### src/sv/ultrasonic_echo_range_averager_defines.svh
// Assertion macros for the ultrasonic echo range averager.
// Included by the modules that carry concurrent assertions; no dependencies.
`ifndef ULTRASONIC_ECHO_RANGE_AVERAGER_DEFINES_SVH
`define ULTRASONIC_ECHO_RANGE_AVERAGER_DEFINES_SVH

// Same-cycle implication, disabled while reset is asserted.
`define UERA_ASSERT_NOW(label, clk, rst_n, ante, cons) \
  label: assert property (@(posedge clk) disable iff (!rst_n) (ante) |-> (cons)) \
    else $error("Same-cycle check failed.");

// Next-cycle implication, disabled while reset is asserted.
`define UERA_ASSERT_NXT(label, clk, rst_n, ante, cons) \
  label: assert property (@(posedge clk) disable iff (!rst_n) (ante) |=> (cons)) \
    else $error("Next-cycle check failed.");

`endif

### src/sv/uera_pkg.sv
// Shared types and constants for the ultrasonic echo range averager.
// Used by every module of the block; depends on nothing.
package uera_pkg;

  localparam int DIST_W    = 12;
  localparam int CNT_OUT_W = 5;
  localparam int CAP_W     = 16;
  localparam int THR_W     = 8;
  localparam int WS_W      = 5;
  localparam int CFG_IDX_W = 3;
  localparam int CFG_DAT_W = 12;
  localparam int STEP_W    = 4;

  // Division by 17 as a multiplication: 61681 * 17 = 2^20 + 1, exact for 16-bit inputs.
  localparam int RECIP_W     = 17;
  localparam int RECIP_SHIFT = 20;
  localparam logic [RECIP_W-1:0] RECIP_17 = 17'd61681;
  localparam int PROD_W      = CAP_W + RECIP_W;

  typedef logic [CFG_IDX_W-1:0] cfg_idx_t;

  localparam cfg_idx_t CFG_MIN_RANGE   = 3'd0;
  localparam cfg_idx_t CFG_MAX_RANGE   = 3'd1;
  localparam cfg_idx_t CFG_WINDOW_SIZE = 3'd2;
  localparam cfg_idx_t CFG_BLANK_THR   = 3'd3;
  localparam cfg_idx_t CFG_TIMEOUT_THR = 3'd4;

  localparam logic [DIST_W-1:0] RST_MIN_RANGE   = 12'd450;
  localparam logic [DIST_W-1:0] RST_MAX_RANGE   = 12'd800;
  localparam logic [WS_W-1:0]   RST_WINDOW_SIZE = 5'd1;
  localparam logic [THR_W-1:0]  RST_BLANK_THR   = 8'h1D;
  localparam logic [THR_W-1:0]  RST_TIMEOUT_THR = 8'h58;

  localparam logic MODE_FIRE = 1'b0;

  typedef struct packed {
    logic              mode;
    logic [THR_W-1:0]  timer_high;
    logic              echo_edge;
    logic [CAP_W-1:0]  capture_value;
  } in_t;

  typedef struct packed {
    logic [DIST_W-1:0]    distance;
    logic [CNT_OUT_W-1:0] valid_count;
    logic                 timed_out;
  } out_t;

  typedef enum logic [2:0] {
    ST_IDLE,
    ST_STORE,
    ST_SCAN,
    ST_DIV,
    ST_WAIT_DIV,
    ST_DONE
  } state_t;

endpackage

### src/sv/ultrasonic_echo_range_averager.sv
// Ultrasonic echo ranging with a moving-average window: top level, control and configuration.
// Instantiates uera_store and uera_div; uses uera_pkg and the assertion macros.
//
// A fire or a poll that produces no result is taken while the block stays idle. A poll that
// stores a sample holds the block busy until its result is loaded. In order, it stores the
// sample, reads the n entries of the window back through the registered memory port, where
// n is the effective window size, starts the divider, waits for the bit-serial divider,
// loads the output register and returns to idle, where the next item is taken. When no
// entry lies inside the limits the divider is skipped. A new item is accepted while the
// previous result still waits on the output register, but a result that finds that
// register still full holds the block in its last step until the waiting transfer
// completes. Writing window_size empties the window at once through per-entry valid bits,
// so the block needs no clearing pass after reset or after that write.
`include "ultrasonic_echo_range_averager_defines.svh"

module ultrasonic_echo_range_averager #(
  parameter int WINDOW_DEPTH = 16
) (
  input  logic                            clk,
  input  logic                            rst_n,
  input  logic                            in_valid,
  output logic                            in_stall,
  input  uera_pkg::in_t                   in_data,
  output logic                            out_valid,
  input  logic                            out_stall,
  output uera_pkg::out_t                  out_data,
  input  logic                            cfg_valid,
  output logic                            cfg_ready,
  input  uera_pkg::cfg_idx_t              cfg_index,
  input  logic [uera_pkg::CFG_DAT_W-1:0]  cfg_data
);

  localparam int AW = (WINDOW_DEPTH > 1) ? $clog2(WINDOW_DEPTH) : 1;
  localparam int NW = $clog2(WINDOW_DEPTH + 1);
  localparam int SW = uera_pkg::DIST_W + NW;
  localparam int DW = uera_pkg::DIST_W;

  uera_pkg::state_t state_r, state_nxt;

  logic [DW-1:0]                 min_r, min_nxt;
  logic [DW-1:0]                 max_r, max_nxt;
  logic [uera_pkg::WS_W-1:0]     ws_r, ws_nxt;
  logic [uera_pkg::THR_W-1:0]    blank_r, blank_nxt;
  logic [uera_pkg::THR_W-1:0]    tmo_r, tmo_nxt;

  logic                          waiting_r, waiting_nxt;
  logic                          armed_r, armed_nxt;
  logic                          armed_now;
  logic [AW-1:0]                 slot_r, slot_nxt;
  logic [AW-1:0]                 slot_use;
  logic [NW-1:0]                 slot_inc;
  logic [NW-1:0]                 eff_n;

  logic [uera_pkg::PROD_W-1:0]   prod_r, prod_nxt;
  logic                          to_r, to_nxt;
  logic [NW-1:0]                 idx_r, idx_nxt;
  logic                          pend_r, pend_nxt;
  logic [SW-1:0]                 sum_r, sum_nxt;
  logic [NW-1:0]                 cnt_r, cnt_nxt;
  logic [DW-1:0]                 dist_r, dist_nxt;

  logic                          out_valid_r, out_valid_nxt;
  uera_pkg::out_t                out_data_r, out_data_nxt;

  logic                          cfg_fire;
  logic                          mem_clear;
  logic                          mem_we;
  logic [AW-1:0]                 mem_waddr;
  logic [DW-1:0]                 mem_wdata;
  logic [AW-1:0]                 mem_raddr;
  logic [DW-1:0]                 mem_rdata;
  logic                          div_start;
  logic                          div_done;
  logic [DW-1:0]                 div_quot;

  assign cfg_ready = 1'b1;
  assign cfg_fire  = cfg_valid && cfg_ready;
  assign in_stall  = (state_r != uera_pkg::ST_IDLE);
  assign out_valid = out_valid_r;
  assign out_data  = out_data_r;
  assign mem_raddr = idx_r[AW-1:0];

  always_comb begin
    if (ws_r == '0) begin
      eff_n = NW'(1);
    end else if (32'(ws_r) > WINDOW_DEPTH) begin
      eff_n = NW'(WINDOW_DEPTH);
    end else begin
      eff_n = NW'(ws_r);
    end
  end

  always_comb begin
    state_nxt     = state_r;
    min_nxt       = min_r;
    max_nxt       = max_r;
    ws_nxt        = ws_r;
    blank_nxt     = blank_r;
    tmo_nxt       = tmo_r;
    waiting_nxt   = waiting_r;
    armed_nxt     = armed_r;
    slot_nxt      = slot_r;
    prod_nxt      = prod_r;
    to_nxt        = to_r;
    idx_nxt       = idx_r;
    pend_nxt      = pend_r;
    sum_nxt       = sum_r;
    cnt_nxt       = cnt_r;
    dist_nxt      = dist_r;
    out_valid_nxt = out_valid_r;
    out_data_nxt  = out_data_r;
    mem_clear     = 1'b0;
    mem_we        = 1'b0;
    mem_waddr     = slot_r;
    mem_wdata     = '0;
    div_start     = 1'b0;
    armed_now     = armed_r || (in_data.timer_high > blank_r);
    slot_use      = (NW'(slot_r) >= eff_n) ? '0 : slot_r;
    slot_inc      = NW'(slot_use) + 1'b1;

    if (cfg_fire) begin
      case (cfg_index)
        uera_pkg::CFG_MIN_RANGE:   min_nxt   = cfg_data[DW-1:0];
        uera_pkg::CFG_MAX_RANGE:   max_nxt   = cfg_data[DW-1:0];
        uera_pkg::CFG_WINDOW_SIZE: begin
          ws_nxt    = cfg_data[uera_pkg::WS_W-1:0];
          mem_clear = 1'b1;
        end
        uera_pkg::CFG_BLANK_THR:   blank_nxt = cfg_data[uera_pkg::THR_W-1:0];
        uera_pkg::CFG_TIMEOUT_THR: tmo_nxt   = cfg_data[uera_pkg::THR_W-1:0];
        default: ;
      endcase
    end

    if (out_valid_r && !out_stall) begin
      out_valid_nxt = 1'b0;
    end

    case (state_r)
      uera_pkg::ST_IDLE: begin
        if (in_valid) begin
          prod_nxt = uera_pkg::PROD_W'(in_data.capture_value) *
                     uera_pkg::PROD_W'(uera_pkg::RECIP_17);
          if (in_data.mode == uera_pkg::MODE_FIRE) begin
            waiting_nxt = 1'b1;
            armed_nxt   = 1'b0;
          end else if (waiting_r) begin
            armed_nxt = armed_now;
            if (in_data.timer_high > tmo_r) begin
              to_nxt    = 1'b1;
              state_nxt = uera_pkg::ST_STORE;
            end else if (in_data.echo_edge && armed_now) begin
              to_nxt    = 1'b0;
              state_nxt = uera_pkg::ST_STORE;
            end
          end
        end
      end
      uera_pkg::ST_STORE: begin
        mem_we      = 1'b1;
        mem_waddr   = slot_use;
        mem_wdata   = to_r ? '0 : prod_r[uera_pkg::RECIP_SHIFT +: DW];
        slot_nxt    = (slot_inc >= eff_n) ? '0 : AW'(slot_inc);
        waiting_nxt = 1'b0;
        armed_nxt   = 1'b0;
        idx_nxt     = '0;
        pend_nxt    = 1'b0;
        sum_nxt     = '0;
        cnt_nxt     = '0;
        state_nxt   = uera_pkg::ST_SCAN;
      end
      uera_pkg::ST_SCAN: begin
        if (pend_r && (mem_rdata >= min_r) && (mem_rdata <= max_r)) begin
          sum_nxt = sum_r + SW'(mem_rdata);
          cnt_nxt = cnt_r + 1'b1;
        end
        if (idx_r < eff_n) begin
          idx_nxt  = idx_r + 1'b1;
          pend_nxt = 1'b1;
        end else begin
          pend_nxt = 1'b0;
          if (!pend_r) begin
            state_nxt = uera_pkg::ST_DIV;
          end
        end
      end
      uera_pkg::ST_DIV: begin
        if (cnt_r == '0) begin
          dist_nxt  = '0;
          state_nxt = uera_pkg::ST_DONE;
        end else begin
          div_start = 1'b1;
          state_nxt = uera_pkg::ST_WAIT_DIV;
        end
      end
      uera_pkg::ST_WAIT_DIV: begin
        if (div_done) begin
          dist_nxt  = div_quot;
          state_nxt = uera_pkg::ST_DONE;
        end
      end
      uera_pkg::ST_DONE: begin
        if (!out_valid_r || !out_stall) begin
          out_data_nxt.distance    = dist_r;
          out_data_nxt.valid_count = uera_pkg::CNT_OUT_W'(cnt_r);
          out_data_nxt.timed_out   = to_r;
          out_valid_nxt            = 1'b1;
          state_nxt                = uera_pkg::ST_IDLE;
        end
      end
      default: state_nxt = uera_pkg::ST_IDLE;
    endcase

    if (cfg_fire && cfg_index == uera_pkg::CFG_WINDOW_SIZE) begin
      slot_nxt = '0;
    end
  end

  always_ff @(posedge clk) begin
    if (!rst_n) begin
      state_r     <= uera_pkg::ST_IDLE;
      min_r       <= uera_pkg::RST_MIN_RANGE;
      max_r       <= uera_pkg::RST_MAX_RANGE;
      ws_r        <= uera_pkg::RST_WINDOW_SIZE;
      blank_r     <= uera_pkg::RST_BLANK_THR;
      tmo_r       <= uera_pkg::RST_TIMEOUT_THR;
      waiting_r   <= 1'b0;
      armed_r     <= 1'b0;
      slot_r      <= '0;
      idx_r       <= '0;
      pend_r      <= 1'b0;
      out_valid_r <= 1'b0;
    end else begin
      state_r     <= state_nxt;
      min_r       <= min_nxt;
      max_r       <= max_nxt;
      ws_r        <= ws_nxt;
      blank_r     <= blank_nxt;
      tmo_r       <= tmo_nxt;
      waiting_r   <= waiting_nxt;
      armed_r     <= armed_nxt;
      slot_r      <= slot_nxt;
      idx_r       <= idx_nxt;
      pend_r      <= pend_nxt;
      out_valid_r <= out_valid_nxt;
    end
    prod_r     <= prod_nxt;
    to_r       <= to_nxt;
    sum_r      <= sum_nxt;
    cnt_r      <= cnt_nxt;
    dist_r     <= dist_nxt;
    out_data_r <= out_data_nxt;
  end

  uera_store #(
    .DEPTH (WINDOW_DEPTH),
    .AW    (AW)
  ) u_store (
    .clk   (clk),
    .rst_n (rst_n),
    .clear (mem_clear),
    .we    (mem_we),
    .waddr (mem_waddr),
    .wdata (mem_wdata),
    .raddr (mem_raddr),
    .rdata (mem_rdata)
  );

  uera_div #(
    .CW (NW)
  ) u_div (
    .clk      (clk),
    .rst_n    (rst_n),
    .start    (div_start),
    .dividend (sum_r),
    .divisor  (cnt_r),
    .done     (div_done),
    .quot     (div_quot)
  );

  `UERA_ASSERT_NOW(a_scan_index_bounded, clk, rst_n, state_r == uera_pkg::ST_SCAN, idx_r <= eff_n)
  `UERA_ASSERT_NXT(a_result_loaded, clk, rst_n, state_r == uera_pkg::ST_DONE && (!out_valid_r || !out_stall), out_valid_r)
  `UERA_ASSERT_NXT(a_resize_resets_slot, clk, rst_n, cfg_fire && cfg_index == uera_pkg::CFG_WINDOW_SIZE, slot_r == '0)

endmodule

### src/sv/uera_store.sv
// Sample store: synchronous memory with a registered read port and per-entry valid bits.
// Entries that were never written since the last clear read as zero. Uses uera_pkg.
module uera_store #(
  parameter int DEPTH = 16,
  parameter int AW    = 4
) (
  input  logic                         clk,
  input  logic                         rst_n,
  input  logic                         clear,
  input  logic                         we,
  input  logic [AW-1:0]                waddr,
  input  logic [uera_pkg::DIST_W-1:0]  wdata,
  input  logic [AW-1:0]                raddr,
  output logic [uera_pkg::DIST_W-1:0]  rdata
);

  logic [uera_pkg::DIST_W-1:0] mem [DEPTH];
  logic [DEPTH-1:0]            vld_r;
  logic [uera_pkg::DIST_W-1:0] rd_mem_r;
  logic                        rd_vld_r;

  always_ff @(posedge clk) begin
    if (we) begin
      mem[waddr] <= wdata;
    end
    rd_mem_r <= mem[raddr];
  end

  always_ff @(posedge clk) begin
    if (!rst_n) begin
      vld_r    <= '0;
      rd_vld_r <= 1'b0;
    end else begin
      rd_vld_r <= vld_r[raddr];
      if (clear) begin
        vld_r <= '0;
      end else if (we) begin
        vld_r[waddr] <= 1'b1;
      end
    end
  end

  assign rdata = rd_vld_r ? rd_mem_r : '0;

endmodule

### src/sv/uera_div.sv
// Restoring divider producing a 12-bit quotient, one bit per cycle.
// The quotient is known to fit in 12 bits. Uses uera_pkg and the assertion macros.
`include "ultrasonic_echo_range_averager_defines.svh"

module uera_div #(
  parameter int CW = 5
) (
  input  logic                           clk,
  input  logic                           rst_n,
  input  logic                           start,
  input  logic [CW+uera_pkg::DIST_W-1:0] dividend,
  input  logic [CW-1:0]                  divisor,
  output logic                           done,
  output logic [uera_pkg::DIST_W-1:0]    quot
);

  localparam int QW = uera_pkg::DIST_W;

  logic                          busy_r, busy_nxt;
  logic                          done_r, done_nxt;
  logic [uera_pkg::STEP_W-1:0]   step_r, step_nxt;
  logic [CW-1:0]                 rem_r, rem_nxt;
  logic [CW-1:0]                 dsr_r, dsr_nxt;
  logic [QW-1:0]                 shf_r, shf_nxt;
  logic [CW:0]                   trial;
  logic                          ge;

  always_comb begin
    busy_nxt = busy_r;
    done_nxt = 1'b0;
    step_nxt = step_r;
    rem_nxt  = rem_r;
    dsr_nxt  = dsr_r;
    shf_nxt  = shf_r;
    trial    = {rem_r, shf_r[QW-1]};
    ge       = trial >= {1'b0, dsr_r};
    if (start && !busy_r) begin
      busy_nxt = 1'b1;
      step_nxt = '0;
      rem_nxt  = dividend[CW+QW-1:QW];
      dsr_nxt  = divisor;
      shf_nxt  = dividend[QW-1:0];
    end else if (busy_r) begin
      rem_nxt  = ge ? CW'(trial - {1'b0, dsr_r}) : CW'(trial);
      shf_nxt  = {shf_r[QW-2:0], ge};
      step_nxt = step_r + 1'b1;
      if (step_r == uera_pkg::STEP_W'(QW - 1)) begin
        busy_nxt = 1'b0;
        done_nxt = 1'b1;
      end
    end
  end

  always_ff @(posedge clk) begin
    if (!rst_n) begin
      busy_r <= 1'b0;
      done_r <= 1'b0;
    end else begin
      busy_r <= busy_nxt;
      done_r <= done_nxt;
    end
    step_r <= step_nxt;
    rem_r  <= rem_nxt;
    dsr_r  <= dsr_nxt;
    shf_r  <= shf_nxt;
  end

  assign done = done_r;
  assign quot = shf_r;

  `UERA_ASSERT_NOW(a_rem_below_divisor, clk, rst_n, busy_r, rem_r < dsr_r)
  `UERA_ASSERT_NXT(a_start_goes_busy, clk, rst_n, start && !busy_r, busy_r)

endmodule
### config.mk
export PLATFORM = sky130hd
export DESIGN_NAME = ultrasonic_echo_range_averager
export DESIGN_NICKNAME = d
export VERILOG_FILES = /design/src/sv/uera_pkg.sv /design/src/sv/ultrasonic_echo_range_averager.sv /design/src/sv/uera_store.sv /design/src/sv/uera_div.sv
export VERILOG_INCLUDE_DIRS = /design/src /design/src/sv
export SDC_FILE = /design/constraint.sdc
export NUM_CORES = 1
export LEC_CHECK = 0
export BUFFER_PORTS_ARGS = -buffer_cell sky130_fd_sc_hd__clkbuf_2
export CORE_AREA = 2 2 190 192
export CTS_CLUSTER_DIAMETER = 150
export CTS_CLUSTER_SIZE = 14
export DETAILED_ROUTE_END_ITERATION = 10
export DIE_AREA = 0 0 192 194
export PLACE_DENSITY = 0.75
export SYNTH_ARGS = -nofsm -noshare
export SYNTH_HDL_FRONTEND = slang
export SYNTH_SLANG_ARGS = --single-unit
export TNS_END_PERCENT = 5
### constraint.sdc
create_clock -name clk -period 5.54 [get_ports clk]
set_clock_uncertainty 0.1 [all_clocks]
set_input_delay 0.277 -clock clk [delete_from_list [all_inputs] [get_ports clk]]
set_output_delay 0.277 -clock clk [all_outputs]
set_load 0.02 [all_outputs]
[Yosys cells after proc, flatten, opt, wreduce, memory -nomap -nowiden]
Memories as Yosys holds them, arrays and structs flattened. A register that Yosys moved wholly into a read port is not among the register bits.
Index checks and enable logic that the tools add are counted.
Word-level totals
  word-level logic and storage cells: 174
  latch bits: 0
  ROM bits: 0
  memories kept: 1
  bits in registers: 191
  RAM bits: 192
  input bits: 46
  output and inout bits: 21
Memory list
  u_store.mem: words 16, width 12, read ports 1, clocked after memory_dff 1, write ports 1, line uera_store.sv:17  | logic [uera_pkg::DIST_W-1:0] mem [DEPTH];
Operators by class
  bitwise operators: 3
  eq/ne operators: 23
  muxes and demuxes: 61
  reduce and logical (&&, ||, !) cells: 39
  shifts and indexed selects: 0
  divide/modulo/power cells: 0
  order comparisons: 12
  $add $sub $neg: 6
  $mul: 1
Operator list (count)
  $mux W12: 7
  $mux W5: 7
  $pmux W17 S2: 1
  $mul A16 B16 Y32 const B: 1
  $mux W3: 9
  $mux W1: 24
  $pmux W12 S2: 1
  $ne A2 B2 Y1 const B: 10
  $pmux W5 S2: 2
  $pmux W3 S6: 1
  $reduce_and A2 Y1: 9
  $add A17 B12 Y17: 1
  $mux W17: 1
  $gt A8 B8 Y1: 2
  $or A16 B16 Y16: 1
  $eq A3 B2 Y1 const B: 4
  $ge A12 B12 Y1: 1
  $le A12 B12 Y1: 1
  $mux W4: 3
  $add A5 B1 Y5 const B: 2
  $logic_not A5 Y1: 2
  $lt A4 B5 Y1 const B: 2
  $reduce_bool A2 Y1: 5
  $eq A3 B3 Y1 const B: 3
  other kinds (27): 45

[Logic depth before layout (Yosys ltp)]
  depth in word-level cells: 11
  gate-level depth with buffers: 21
  depth with buffers taken out: 21

[Modules after synthesis]
From an unflattened synthesis, not the netlist that was laid out.
Second synthesis, totals
  cells, all modules: 1627
  area, all modules: 20450.9 um^2
By module, submodules not included
  ultrasonic_echo_range_averager: times used 1, sequential area each 3173.0 um^2, cells each 1098, area each 10754.1 um^2
  uera_store: times used 1, sequential area each 6346.1 um^2, cells each 397, area each 8305.5 um^2
  uera_div: times used 1, sequential area each 780.7 um^2, cells each 132, area each 1391.3 um^2

[Worst setup path after synthesis]
Ideal clock, no wire load.
  path type: input port to flip-flop
  from: input port in_data[1] (netlist name)
  to: register prod_r[30] (netlist name) (data pin)
  stages: 21
  path buffers: 0
  arrival time: 5112 ps
  slack: 71 ps
  required time: 5182 ps
  path through: inv_1 > fa_1 > inv_1 > fa_1 > fa_1 > inv_1 > fa_1 > inv_1 > fa_1 > inv_1 > fa_1 > inv_1 > ha_1 > nand2_1 > a21oi_1 > a211oi_1 > nor4_4 > nor2_1 > o311ai_1 > a21oi_1 > xnor2_1
On the way
  word-level cells in the longest chain between the ends: 1
RTL lines
  start: declaration: line ultrasonic_echo_range_averager.sv:23  | input uera_pkg::in_t in_data,
  $mul A16 B16 Y32: line ultrasonic_echo_range_averager.sv:142  | prod_nxt = uera_pkg::PROD_W'(in_data.capture_value) *
  end signal: assignment: line ultrasonic_echo_range_averager.sv:247  | prod_r <= prod_nxt;
  end: declaration: line ultrasonic_echo_range_averager.sv:54  | logic [uera_pkg::PROD_W-1:0] prod_r, prod_nxt;
Every way passes these cells.
A chain may end at the register's enable or synchronous reset.

[Worst setup path after layout]
Same ends and word-level chain as after synthesis.

==> summary.txt <==
Logic synthesis
  – Synth warnings: 0
  – Synthesized flop and latch total: 375
  – Mapped Avg Cell Area: 13.02 um2
  – Mux share of post-synthesis cell area: 7.815%
  – Synth Flop Type: edfxtp_1
  – Post-Synth Simple-Gate Area: 8.946%
  – Synth Area in Compound Gates: 6.551%
  – Mapped Area: 0.01990 mm2
  – FFs w/ async S/R, synth: 0%
  – Syn_nets: 1,837
  – Cell variety after synth: 67
  – Largest family of logic cells by synthesized area: adder cells
  – Sequential cell area fraction in the yosys report: 51.75%
  – Cells after Synth: 1,528
  – Synth Area in XOR/XNOR: 1.496%
  – Synth Area in Adders: 19.25%
  – Number of flops mapped to enable cells by yosys: 279

Die
  – Io pins: 67
  – Initial Util: 56.50%
  – DIE AREA: 0.03725 mm2
  – Standard-cell row count: 69
  – Core area: 0.03522 mm2
  – Die Y: 194 um
  – Die Wd: 192 um

Route
  – Vias after detailed routing: 12,010
  – First-pass iteration count of the detailed router: 5
  – 1st-iter DRT viols: 776
  – Antenna-violating nets left: 0
  – Wire length per cell: 19.71 um
  – Vias per std cell: 5.685
  – Routed WL: 41.62 mm
  – Drt drc: 0

Final layout
  – Most frequent cells in the layout: edfxtp_1, ha_1, inv_1
  – NumNets Final: 1,937
  – P&R area growth vs syn: 10.22%
  – Non-Filler Instances: 2,112
  – Utilization after layout: 62.27%
  – ANT cells: 0
  – Final instance area: 0.02193 mm2
  – Most common cell after layout, fill and taps aside: edfxtp_1
  – Share of layout cells above drive strength 1: 14.29%

Pwr
  – Switching part of the total: 33.57%
  – Cell-internal power: 5.989 mW
  – Flop pwr share: 39.8%
  – Clock power frac: 22.0%
  – Pwr Density: 411.0 mW/mm2
  – Sw Pwr: 3.027 mW
  – Max VDD drop: 0.3289 mV
  – Leakage power: 8.663 nW
  – Comb power frac: 38.2%
  – Overall power: 9.016 mW

Placed design
  – Buffers on Ports: 65
  – Dpl cells: 2,042
  – RD Place Congestion: 0.8656
  – HPWL Detailed: 28.56 mm
  – Post-DP Area: 0.02091 mm2

Timing
  – Final Hold Fails: 0
  – Final setup violation count: 0
  – Max Slew Vio Count: 0
  – Fmax: 189.8 MHz
  – Max transition margin: 22.05%
  – Slew @ Worst Pin: 1.165 ns
  – Period utilisation layout: 95.09%
  – Period minus WS final: 5.268 ns

Clock tree
  – Total CTS buffers: 30
  – Clk root buf: clkbuf_16
  – Htree depth: 1
  – TritonCTS clock tree: yes
  – Post-CTS Setup Inserts: 0
  – Clock sinks: 375
  – Clock transition at the registers of the reported paths: 0.07 ns
  – Clk Latency, worst-skew pair: 0.56 ns
  – Clk buf depth: 3

Global routing
  – First-pass GRT wire length: 66.58 mm
  – Congestion Overflow GR: 0
  – Pin count of the biggest net entering global routing: 40
  – Antenna violations before repair: 0
  – GRT Util Overall: 23.09%
  – Vias in the first global route: 12,350

Critical path
  – WP buf/inv: 7
  – Startpoint types: input pin
  – Crit-path max FO: 3
  – Worst path slowest cell: fa_1
  – Top delay family on crit path: adder cells
  – Slowest Stage Delay on Critical Path: 0.54 ns
  – Nature of the critical path endpoint: flop
  – Critical path origin: in_data[1]
  – Data required time of the worst path: 5.74 ns
  – FF-to-FF setup slack: 1.58 ns
  – Worst Path Arrival: 5.47 ns
  – Crit path kind: in -> reg
  – Worst-path cell chain: clkbuf_2 -> inv_1 -> fa_1 -> inv_1 -> fa_1 -> fa_1 -> inv_1 -> fa_1 -> inv_1 -> fa_1 -> inv_1 -> fa_1 -> inv_1 -> ha_1 -> nor3_1 -> nand3_1 -> a41oi_2 -> nor4_4 -> nor2_1 -> o311ai_2 -> a21oi_1 -> xnor2_1
  – Critical R2R Launch: slot_r[0]

Min path
  – Min-Delay Startpoint: in_data[16]
  – Min-Delay Path Class: in -> reg

Job
  – Max Cap Viol: 0

Outcome
  – Status: finished clean
final timing paths:
path	cells after the start	to
min reg2reg	0	out_data[8]
max	22	prod_r[30]
min	4	state_r[0]
max reg2reg	17	slot_r[0]
power groups by stage:
stage	clock, mW	sequential, mW	combinational (mW)
after floorplan	0	3.51	2.55
after global routing	2.11	3.62	3.92
final	1.98	3.59	3.45
after global placement	0	3.64	3.27
after CTS	2.02	3.59	3.44
after detailed placement	0	3.65	3.41
flip-flops by register name, indices dropped and copies added, names as in the netlist, 12 cells and up:
signal / cells
u_store.rd_mem_r: 12
out_data: 18
prod_r: 12
sum_r: 17
dist_r: 12
u_store.vld_r: 16
u_div.quot: 12
u_store.mem: 192
min_r: 12
max_r: 12
synth_stat cells, types with 4 or more instances:
library cell  instances  area [um2]
o21a_1               26       195.2
fa_1                 72        1441
nand3_1              22       110.1
nand2b_1             10       62.56
a211oi_1             10       75.07
and3_1               16       100.1
nor3_2                4       40.04
a21o_1               18       135.1
inv_1               166       623.1
and2_1               29       181.4
edfxtp_1            279        8378
nand2_1             134       503.0
nor3b_1               6       45.04
mux4_2               65        1464
xor2_1               15       131.4
clkbuf_1             33       123.9
or3_1                 9       56.30
nor2b_1              11       68.82
mux2i_1               8       80.08
nor3_1               17       85.08
nand4_1               7       43.79
o21ai_0              27       135.1
nor2_2                5       31.28
a21oi_1              76       380.4
nor2_1               77       289.0
xnor2_1              19       166.4
o211ai_1             18       135.1
dfxtp_1              96        1922
ha_1                191        2390
buf_2                 9       45.04
what timing repair did:
action | 4_1_cts | 5_1_grt
setup endpoints to repair | 0 | 2
hold buffers | 15 | 0
hold endpoints to repair | 49 | 0
resized for setup | 0 | 3
logic make-up after synthesis:
kind of cell,count (synthesis)
compound gates,204
xor+xnor,34
fa+ha+maj,263
buf+inv,215
flops,375
mux,74
other cells,1
simple gates,362
worst register-to-register path: cells and delay by family (launching register included):
| family | cells | cell delay, ns |
|---|---|---|
| compound gates | 8 | 1.53 |
| buf+inv | 1 | 0.19 |
| flops | 1 | 0.60 |
| fa+ha+maj | 3 | 0.90 |
| simple gates | 5 | 0.57 |
metal layers:
metal	vias up	part of all wire (%)	GRT usage, %
li1	5680	-	-
met1	6000	43	30.50
met2	269	51	40.97
met3	58	4.0	2.353
met4	0	2.3	5.655
met5	-	0	0
final cells by class:
| type | count | area [um2] |
|---|---|---|
| tap | 461 | 576.8 |
| inverter | 168 | 630.6 |
| sequential | 375 | 10300 |
| timing repair buffer | 115 | 738.2 |
| clock buffer | 54 | 862.1 |
| clock inverter | 1 | 5.005 |
| fill | 2645 | 13290 |
| multi-input combinational | 938 | 8817 |
through the flow:
stage                     worst slack (ns)  setup TNS [ns]  hold slack, ns
after global routing              -0.01045        -0.01045          0.1587
after floorplan                    0.07089               0          0.3003
after CTS                           0.1897               0         0.09514
after global placement             -0.2264          -1.131          0.3014
after detailed placement           -0.4124          -2.704          0.3062
final                               0.2720               0          0.1264
Note: power is estimated with default switching activity, not from simulation.
